[src/design/btpc_pkg.sv]
package btpc_pkg;

    localparam int unsigned RawW = 20;
    localparam int unsigned PcW = 7;
    localparam logic [PcW-1:0] PressStart = 7'd24;

    typedef enum logic [1:0] {
        CFG_TEMP      = 2'd0,
        CFG_PRESS_LOW = 2'd1,
        CFG_PRESS_HI  = 2'd2,
        CFG_PRESS_P9  = 2'd3
    } cfg_idx_t;

    typedef enum logic [3:0] {
        OP_LOAD, OP_ADD, OP_SUB, OP_SHL, OP_ASR, OP_MUL, OP_DIV,
        OP_SETFT, OP_TOUT, OP_POUT, OP_ZCHK
    } op_t;

    typedef enum logic [4:0] {
        IMM_T1, IMM_T2, IMM_T3, IMM_P1, IMM_P2, IMM_P3, IMM_P4, IMM_P5, IMM_P6,
        IMM_P7, IMM_P8, IMM_P9, IMM_RAW, IMM_FT, IMM_C5, IMM_C128, IMM_C128000,
        IMM_C2P47, IMM_C1M, IMM_C3125
    } imm_t;

    typedef enum logic [2:0] {
        ST_IDLE, ST_FETCH, ST_EXEC, ST_WAIT, ST_WB
    } state_t;

    typedef struct packed {
        op_t        op;
        logic [2:0] dst;
        logic [2:0] ra;
        logic [2:0] rb;
        imm_t       imm;
        logic [5:0] sh;
    } instr_t;

    typedef struct packed {
        logic   load_raw;
        logic   fetch;
        logic   exec;
        logic   wb;
        logic   out_load;
        instr_t instr;
    } cmd_t;

    typedef struct packed {
        logic unit_done;
        logic a_zero;
        logic out_busy;
    } stat_t;

    function automatic instr_t mk(op_t o, logic [2:0] d, logic [2:0] a, logic [2:0] b,
                                  imm_t m, logic [5:0] s);
        instr_t i;
        i.op = o;
        i.dst = d;
        i.ra = a;
        i.rb = b;
        i.imm = m;
        i.sh = s;
        return i;
    endfunction

    function automatic instr_t prog(logic [PcW-1:0] pc);
        instr_t i;
        case (pc)
            7'd0:  i = mk(OP_LOAD, 3'd0, 3'd0, 3'd0, IMM_RAW, 6'd0);
            7'd1:  i = mk(OP_ASR,  3'd1, 3'd0, 3'd0, IMM_T1, 6'd3);
            7'd2:  i = mk(OP_LOAD, 3'd2, 3'd0, 3'd0, IMM_T1, 6'd0);
            7'd3:  i = mk(OP_SHL,  3'd3, 3'd2, 3'd0, IMM_T1, 6'd1);
            7'd4:  i = mk(OP_SUB,  3'd1, 3'd1, 3'd3, IMM_T1, 6'd0);
            7'd5:  i = mk(OP_LOAD, 3'd3, 3'd0, 3'd0, IMM_T2, 6'd0);
            7'd6:  i = mk(OP_MUL,  3'd1, 3'd1, 3'd3, IMM_T1, 6'd0);
            7'd7:  i = mk(OP_ASR,  3'd1, 3'd1, 3'd0, IMM_T1, 6'd11);
            7'd8:  i = mk(OP_ASR,  3'd4, 3'd0, 3'd0, IMM_T1, 6'd4);
            7'd9:  i = mk(OP_SUB,  3'd4, 3'd4, 3'd2, IMM_T1, 6'd0);
            7'd10: i = mk(OP_MUL,  3'd4, 3'd4, 3'd4, IMM_T1, 6'd0);
            7'd11: i = mk(OP_ASR,  3'd4, 3'd4, 3'd0, IMM_T1, 6'd12);
            7'd12: i = mk(OP_LOAD, 3'd3, 3'd0, 3'd0, IMM_T3, 6'd0);
            7'd13: i = mk(OP_MUL,  3'd4, 3'd4, 3'd3, IMM_T1, 6'd0);
            7'd14: i = mk(OP_ASR,  3'd4, 3'd4, 3'd0, IMM_T1, 6'd14);
            7'd15: i = mk(OP_ADD,  3'd1, 3'd1, 3'd4, IMM_T1, 6'd0);
            7'd16: i = mk(OP_SETFT, 3'd0, 3'd1, 3'd0, IMM_T1, 6'd0);
            7'd17: i = mk(OP_LOAD, 3'd1, 3'd0, 3'd0, IMM_FT, 6'd0);
            7'd18: i = mk(OP_LOAD, 3'd3, 3'd0, 3'd0, IMM_C5, 6'd0);
            7'd19: i = mk(OP_MUL,  3'd1, 3'd1, 3'd3, IMM_T1, 6'd0);
            7'd20: i = mk(OP_LOAD, 3'd3, 3'd0, 3'd0, IMM_C128, 6'd0);
            7'd21: i = mk(OP_ADD,  3'd1, 3'd1, 3'd3, IMM_T1, 6'd0);
            7'd22: i = mk(OP_ASR,  3'd1, 3'd1, 3'd0, IMM_T1, 6'd8);
            7'd23: i = mk(OP_TOUT, 3'd0, 3'd1, 3'd0, IMM_T1, 6'd0);
            7'd24: i = mk(OP_LOAD, 3'd0, 3'd0, 3'd0, IMM_FT, 6'd0);
            7'd25: i = mk(OP_LOAD, 3'd1, 3'd0, 3'd0, IMM_C128000, 6'd0);
            7'd26: i = mk(OP_SUB,  3'd0, 3'd0, 3'd1, IMM_T1, 6'd0);
            7'd27: i = mk(OP_MUL,  3'd1, 3'd0, 3'd0, IMM_T1, 6'd0);
            7'd28: i = mk(OP_LOAD, 3'd2, 3'd0, 3'd0, IMM_P6, 6'd0);
            7'd29: i = mk(OP_MUL,  3'd2, 3'd1, 3'd2, IMM_T1, 6'd0);
            7'd30: i = mk(OP_LOAD, 3'd3, 3'd0, 3'd0, IMM_P5, 6'd0);
            7'd31: i = mk(OP_MUL,  3'd3, 3'd0, 3'd3, IMM_T1, 6'd0);
            7'd32: i = mk(OP_SHL,  3'd3, 3'd3, 3'd0, IMM_T1, 6'd17);
            7'd33: i = mk(OP_ADD,  3'd2, 3'd2, 3'd3, IMM_T1, 6'd0);
            7'd34: i = mk(OP_LOAD, 3'd3, 3'd0, 3'd0, IMM_P4, 6'd0);
            7'd35: i = mk(OP_SHL,  3'd3, 3'd3, 3'd0, IMM_T1, 6'd35);
            7'd36: i = mk(OP_ADD,  3'd2, 3'd2, 3'd3, IMM_T1, 6'd0);
            7'd37: i = mk(OP_LOAD, 3'd3, 3'd0, 3'd0, IMM_P3, 6'd0);
            7'd38: i = mk(OP_MUL,  3'd3, 3'd1, 3'd3, IMM_T1, 6'd0);
            7'd39: i = mk(OP_ASR,  3'd3, 3'd3, 3'd0, IMM_T1, 6'd8);
            7'd40: i = mk(OP_LOAD, 3'd4, 3'd0, 3'd0, IMM_P2, 6'd0);
            7'd41: i = mk(OP_MUL,  3'd4, 3'd0, 3'd4, IMM_T1, 6'd0);
            7'd42: i = mk(OP_SHL,  3'd4, 3'd4, 3'd0, IMM_T1, 6'd12);
            7'd43: i = mk(OP_ADD,  3'd3, 3'd3, 3'd4, IMM_T1, 6'd0);
            7'd44: i = mk(OP_LOAD, 3'd4, 3'd0, 3'd0, IMM_C2P47, 6'd0);
            7'd45: i = mk(OP_ADD,  3'd3, 3'd3, 3'd4, IMM_T1, 6'd0);
            7'd46: i = mk(OP_LOAD, 3'd4, 3'd0, 3'd0, IMM_P1, 6'd0);
            7'd47: i = mk(OP_MUL,  3'd3, 3'd3, 3'd4, IMM_T1, 6'd0);
            7'd48: i = mk(OP_ASR,  3'd3, 3'd3, 3'd0, IMM_T1, 6'd33);
            7'd49: i = mk(OP_ZCHK, 3'd0, 3'd3, 3'd0, IMM_T1, 6'd0);
            7'd50: i = mk(OP_LOAD, 3'd4, 3'd0, 3'd0, IMM_C1M, 6'd0);
            7'd51: i = mk(OP_LOAD, 3'd5, 3'd0, 3'd0, IMM_RAW, 6'd0);
            7'd52: i = mk(OP_SUB,  3'd4, 3'd4, 3'd5, IMM_T1, 6'd0);
            7'd53: i = mk(OP_SHL,  3'd4, 3'd4, 3'd0, IMM_T1, 6'd31);
            7'd54: i = mk(OP_SUB,  3'd4, 3'd4, 3'd2, IMM_T1, 6'd0);
            7'd55: i = mk(OP_LOAD, 3'd5, 3'd0, 3'd0, IMM_C3125, 6'd0);
            7'd56: i = mk(OP_MUL,  3'd4, 3'd4, 3'd5, IMM_T1, 6'd0);
            7'd57: i = mk(OP_DIV,  3'd4, 3'd4, 3'd3, IMM_T1, 6'd0);
            7'd58: i = mk(OP_ASR,  3'd5, 3'd4, 3'd0, IMM_T1, 6'd13);
            7'd59: i = mk(OP_LOAD, 3'd6, 3'd0, 3'd0, IMM_P9, 6'd0);
            7'd60: i = mk(OP_MUL,  3'd6, 3'd6, 3'd5, IMM_T1, 6'd0);
            7'd61: i = mk(OP_MUL,  3'd6, 3'd6, 3'd5, IMM_T1, 6'd0);
            7'd62: i = mk(OP_ASR,  3'd6, 3'd6, 3'd0, IMM_T1, 6'd25);
            7'd63: i = mk(OP_LOAD, 3'd7, 3'd0, 3'd0, IMM_P8, 6'd0);
            7'd64: i = mk(OP_MUL,  3'd7, 3'd7, 3'd4, IMM_T1, 6'd0);
            7'd65: i = mk(OP_ASR,  3'd7, 3'd7, 3'd0, IMM_T1, 6'd19);
            7'd66: i = mk(OP_ADD,  3'd4, 3'd4, 3'd6, IMM_T1, 6'd0);
            7'd67: i = mk(OP_ADD,  3'd4, 3'd4, 3'd7, IMM_T1, 6'd0);
            7'd68: i = mk(OP_ASR,  3'd4, 3'd4, 3'd0, IMM_T1, 6'd8);
            7'd69: i = mk(OP_LOAD, 3'd5, 3'd0, 3'd0, IMM_P7, 6'd0);
            7'd70: i = mk(OP_SHL,  3'd5, 3'd5, 3'd0, IMM_T1, 6'd4);
            7'd71: i = mk(OP_ADD,  3'd4, 3'd4, 3'd5, IMM_T1, 6'd0);
            7'd72: i = mk(OP_POUT, 3'd0, 3'd4, 3'd0, IMM_T1, 6'd0);
            default: i = mk(OP_POUT, 3'd0, 3'd0, 3'd0, IMM_T1, 6'd0);
        endcase
        return i;
    endfunction

endpackage

[src/design/btpc_ctrl.sv]
module btpc_ctrl (
    input  logic                  aclk,
    input  logic                  aresetn,
    input  logic                  s_tvalid,
    input  logic                  s_opcode,
    output logic                  s_tready,
    input  btpc_pkg::stat_t       stat,
    output btpc_pkg::cmd_t        cmd
);
    import btpc_pkg::*;

    state_t         state_reg, state_next;
    logic [PcW-1:0] pc_reg, pc_next;
    instr_t         instr;
    logic           finish;

    assign instr = prog(pc_reg);

    always_comb begin
        case (instr.op)
            OP_TOUT, OP_POUT: finish = 1'b1;
            OP_ZCHK:          finish = stat.a_zero;
            default:          finish = 1'b0;
        endcase
    end

    always_comb begin
        state_next = state_reg;
        pc_next = pc_reg;
        case (state_reg)
            ST_IDLE: begin
                if (s_tvalid) begin
                    state_next = ST_FETCH;
                    pc_next = s_opcode ? PressStart : '0;
                end
            end
            ST_FETCH: state_next = ST_EXEC;
            ST_EXEC: begin
                if (finish) begin
                    if (!stat.out_busy) begin
                        state_next = ST_IDLE;
                    end
                end else if (instr.op == OP_MUL || instr.op == OP_DIV) begin
                    state_next = ST_WAIT;
                end else begin
                    state_next = ST_FETCH;
                    pc_next = pc_reg + PcW'(1);
                end
            end
            ST_WAIT: begin
                if (stat.unit_done) begin
                    state_next = ST_WB;
                end
            end
            ST_WB: begin
                state_next = ST_FETCH;
                pc_next = pc_reg + PcW'(1);
            end
            default: state_next = ST_IDLE;
        endcase
    end

    always_comb begin
        s_tready = (state_reg == ST_IDLE);
        cmd.load_raw = s_tready && s_tvalid;
        cmd.fetch = (state_reg == ST_FETCH);
        cmd.exec = (state_reg == ST_EXEC) && !finish;
        cmd.wb = (state_reg == ST_WB);
        cmd.out_load = (state_reg == ST_EXEC) && finish && !stat.out_busy;
        cmd.instr = instr;
    end

    always_ff @(posedge aclk) begin
        if (!aresetn) begin
            state_reg <= ST_IDLE;
            pc_reg <= '0;
        end else begin
            state_reg <= state_next;
            pc_reg <= pc_next;
        end
    end
endmodule

[config.mk]
export PLATFORM = sky130hd
export DESIGN_NAME = btpc_ctrl
export DESIGN_NICKNAME = d
export VERILOG_FILES = /design/src/design/btpc_pkg.sv /design/src/design/btpc_ctrl.sv
export SDC_FILE = /design/constraint.sdc
export NUM_CORES = 1
export LEC_CHECK = 0
export BUFFER_PORTS_ARGS = -buffer_cell sky130_fd_sc_hd__buf_2
export CAP_MARGIN = 20
export CORE_MARGIN = 5
export CORE_UTILIZATION = 64
export CTS_BUF_LIST = sky130_fd_sc_hd__clkbuf_4 sky130_fd_sc_hd__clkbuf_8
export DETAILED_ROUTE_END_ITERATION = 6
export PLACE_DENSITY = 0.87
export REMOVE_ABC_BUFFERS = 1
export SLEW_MARGIN = 20
export SYNTH_ARGS = -nofsm -noshare
export SYNTH_HDL_FRONTEND = slang
export SYNTH_SLANG_ARGS = --single-unit
[constraint.sdc]
create_clock -name aclk -period 6.1 [get_ports aclk]
set_input_delay 0.61 -clock aclk [delete_from_list [all_inputs] [get_ports aclk]]
set_output_delay 0.61 -clock aclk [all_outputs]
set_load 0.1 [all_outputs]
Word level (Yosys, flattened, before mapping)
Memories as Yosys holds them, arrays and structs flattened. A register that Yosys moved wholly into a read port is not among the register bits.
Index checks and enable logic that the tools add are counted.

storage, ports and cells
  register bits after elaboration = 10
  memory bits (read-only) = 3072
  input port bits = 7
  word-level logic and storage cells = 44
  memories = 1

memory list
  name              words  bits a word  rd ports  clocked after Yosys merged registers in  write ports  line            RTL
  (name not given)  128    24           1         1                                        0            btpc_pkg.sv:67  case (pc)

cells by class
  add/sub/neg operators = 1
  eq/ne operators = 14
  multiplexer cells = 14
  reduce and logical (&&, ||, !) cells = 12

operator list
  operator             count
  $mux 7               5
  $pmux 7 s3           1
  $pmux 3 s5           1
  $eq 4x4->1 const B   3
  $mux 3               4
  $eq 4x3->1 const B   2
  $ne 2x2->1 const B   4
  $add 7x1->7 const B  1
  $eq 3x2->1 const B   2
  $mux 5               1
  $logic_and 1x1->1    4
  $reduce_and 4->1     1
  $eq 3x1->1 const B   1
  $eq 3x3->1 const B   1
  $logic_not 3->1      1
  $ne 3x3->1 const B   1
  $reduce_and 3->1     1
  $reduce_bool 3->1    1
  $logic_not 1->1      2
  $mux 2               1
  $pmux 1 s2           1
  $reduce_or 2->1      1
  $logic_or 1x1->1     1

Depth between registers and ports, before layout
  word-level depth = 7
  mapped depth = 16
  mapped depth without buffers = 13

Least setup slack after synthesis
OpenSTA, ideal clock, no wires.

  path type = register to output
  start = register instr[23] (netlist name)
  end = output port cmd[24] in the netlist's numbering
  data arrival time = 3.637 ns
  required time = 5.490 ns
  setup slack = 1.853 ns
  cell stages (with the launch flop) = 4
  buffers on the path = 0
  path through = dfxtp_1 > nand2b_1 > a21oi_2 > nor3b_1

RTL lines
  item              line            RTL
  end: declaration  btpc_ctrl.sv:8  output btpc_pkg::cmd_t cmd

Worst setup path after layout
  start = register state_reg[1]
  end = register instr[15] (netlist name)

between the ends
  word-level cells in the longest chain between the ends = 5
  elaborated cells between the ends (all ways) = 11
  those cells by class = eq/ne: 5; mux: 3; reduce/logical: 3

RTL lines
  item                                                              line             RTL
  start: declaration                                                btpc_ctrl.sv:12  state_t state_reg, state_next;
  start signal: assignment                                          btpc_ctrl.sv:78  state_reg <= state_next;
  $eq 3x2->1, or another cell as far along                          btpc_ctrl.sv:30  case (state_reg)
  $ne 2x2->1 (no line) / $reduce_bool 3->1 (equally long branches)  n/a
  $reduce_and 4->1 (no line)                                        n/a
  $mux 7 (no line) (*) (2 in a row)                                 n/a

Every way passes the cells marked *; elsewhere a longest branch is shown, timed or not.
A chain may end at the register's enable or synchronous reset.

==> flow_summary.yaml <==
floorplan:
  core_um2: 4660
  rows: 25
  initial_utilization_pct: 65.0
  dieArea_um2: 6210
  die_w_um: 78.8
  die_h_um: 78.8
  io_pins: 37
cells_and_area:
  nets: 434
  final_common_cell: "nand2_1"
  drive_above_1_share_pct: 18.1
  largest_reg_flops: 24
  area_growth_pct: 6.77
  final_cell_mix: "37 x nand2_1, 36 x buf_2, 34 x a21oi_1, 34 x dfxtp_1, 31 x nor2_1"
  post-route-util_pct: 69.4
  antenna_cells: 0
synth:
  yosysTopAreaCell: "dfxtp_1"
  yosys.area_share.xor_xnor_pct: 2.27
  synth_compound_area_share_pct: 35.3
  synth_edf_count: 0
  syn-instance-count: 411
  synth_area_leaders: "dfxtp_1 22%, a21oi_1 5.6%, nand2_1 4.6%"
  seq_area_frac_synth_pct: 22.5
  yosys.area_share.adder_pct: 3.72
  async_flop_share_pct: 0
  ys.flop_type: "dfxtp_1"
  syn_area_um2: 3030
  synthMuxAreaShare_pct: 4.54
  postSynthAreaPerCell_um2: 7.37
  ys_ff_latch: 34
  yosys_warnings: 0
  synth_cell_type_count: 72
  yosys.area_share.simple_pct: 23.6
  synth_top_family_by_area: "compound AO/OA/AOI/OAI gates"
  synth_top_cell_area_share_pct: 22.5
clock_tree:
  ctsRootBufferMaster: "clkbuf_8"
  clock_path_buffers: 2
  postCtsHoldBufs: 0
  cts_resized: 0
  clkSinkCount: 34
  cts_tree: "done"
  h-tree-depth: 2
  cts_made_buffers: 5
  path_clk_slew_ns: 0.08
  postCtsSetupBuffers: 0
  clkLatencyLatePin_ns: 0.30
sta:
  finalCriticalPeriod_ns: 4.28
  max-slew-margin-rel_pct: 47.7
  rsz0062_at_grt: "no"
  maxSlewViolCount: 0
  whs_ns: 0.568
  worst_pin_slew_ns: 0.769
  skew_ns: 0.0163
  hold_viol: 0
  finalSetupViolCount: 0
  setup_tns_ns: 0
  fin_crit_sh_pct: 70.2
  fmax_ghz: 0.233
global_routing:
  grt.overflow.total: 0
  grt_pass1_vias: 3163
  grt_antenna_before_repair: 0
  grt_max_degree: 41
  track_usage_pct: 33.7
  grt_pass1_wl_mm: 16.5
critical_path:
  cp_max_fo: 17
  crit_required_ns: 6.25
  rrSetupSlack_ns: 1.82
  crit_path_start_kind: "register"
  slowest_delay_ns: 0.63
  r2r_start: "state_reg[1]$_SDFFE_PN0P_"
  r2r_cells: 13
  r2r_end: "instr[15]$_DFF_P_"
  critPathKind: "register to register"
  cp-startpoint: "state_reg[1]$_SDFFE_PN0P_"
  cpMaxStageDelayCell: "o31ai_1"
  cp-end-kind: "register"
  cp.arrival_ns: 4.43
  crit_chain: "nand2b_4, nand2b_4, o32ai_4, mux2i_1, nand2b_1, inv_2, ha_1, inv_1, nor3_1, o31ai_1, a21oi_1, a21oi_1, o32ai_1"
power_and_ir_drop:
  ir_drop_mv: 0.218
  p_leak_uw: 0.00131
  cellPowerDensity_nw_per_um2: 272
  power.total_uw: 881
drt:
  vias: 3548
  ant_nets: 0
  drc: 2
  via_per_inst: 7.50
  drt-total-wl_mm: 10.6
  dr.pass1.iters: 7
  drt_iter0_drc: 821
  wl_per_cell_um: 22.4
worst_hold_path:
  min_path_cells: 3
  hp-class: "input pin to register"
  hold_start: "stat[2]"
  hold_end: "state_reg[2]$_SDFFE_PN0P_"
run_status:
  violations: "DRC"
  run_status: "finished, violations left"
place:
  place.gp.congestion: 0.996
  port_buffers: 36
  hpwl_mm: 6.90
job:
  cap_violations: 0
[critical path, delay by kind of cell (launching register included)]
family,cells,cell delay (ns)
AO/OA/AOI/OAI,5,1.34
adder cells (fa/ha/maj),1,0.46
buffers and inverters,2,0.40
flip-flops,1,0.61
multiplexers,1,0.43
AND/OR/NAND/NOR,4,0.88
[cells by family after synthesis]
| kind of cell | count (synthesis) |
|---|---|
| AOI/OAI and AO/OA | 154 |
| xor gates and xnor gates | 7 |
| adders and majority gates | 9 |
| buffers and inverters | 54 |
| DFF | 34 |
| muxes | 11 |
| and+or+nand+nor | 142 |
[how the worst max path moves through the flow]
stage,cells past startpoint,slack (ns),endpoint
final,13,1.82,instr[15]$_DFF_P_
after global routing,13,1.70,instr[15]$_DFF_P_
after CTS,13,2.07,instr[15]$_DFF_P_
after detailed placement,14,1.96,instr[15]$_DFF_P_
after global placement,10,2.01,instr[14]$_DFF_P_
after floorplan,9,0.91,instr[17]$_DFF_P_
[Yosys cell counts, types with 7 or more instances]
| library cell | instances |
|---|---|
| nand2_1 | 37 |
| a21oi_1 | 34 |
| dfxtp_1 | 34 |
| nor2_1 | 32 |
| o21ai_0 | 27 |
| nand3_1 | 23 |
| clkbuf_1 | 18 |
| buf_2 | 16 |
| nor3_1 | 13 |
| a31oi_1 | 10 |
| ha_1 | 9 |
| o22ai_1 | 8 |
| and3_1 | 7 |
| inv_1 | 7 |
| mux2i_1 | 7 |
[where the power goes]
group          internal, µW  total [µW]  switching (µW)  leakage, µW
clock                   122         216            94.2    0.0000504
sequential              241         255            14.6     0.000277
combinational          99.3         410             311     0.000985
total                   462         881             420      0.00131
[metrics by stage]
step | cell area, µm² | setup slack [ns] | instances
after CTS | 3230 | 2.07 | 473
after floorplan | 2840 | 0.914 | 371
after global placement | 3120 | 2.01 | 465
after global routing | 3240 | 1.70 | 473
after detailed placement | 3120 | 1.96 | 465
final | 3240 | 1.82 | 473
[per-layer routing]
metal,part of all wire [%],GRT usage [%]
met1,39,44.8
met2,43,53.0
met3,14,7.71
met4,4.2,13.1
met5,0,0
[layout make-up]
| type | count | area [µm²] |
|---|---|---|
| multi-input cells | 323 | 2110 |
| fillers | 401 | 1430 |
| flip-flops and latches | 34 | 681 |
| repair buffers | 40 | 210 |
| clock buffers | 5 | 68.8 |
| well taps | 54 | 67.6 |
| inverters | 14 | 53.8 |
| clock inverters | 3 | 45.0 |
No activity file was read; power rests on OpenSTA's default activity.
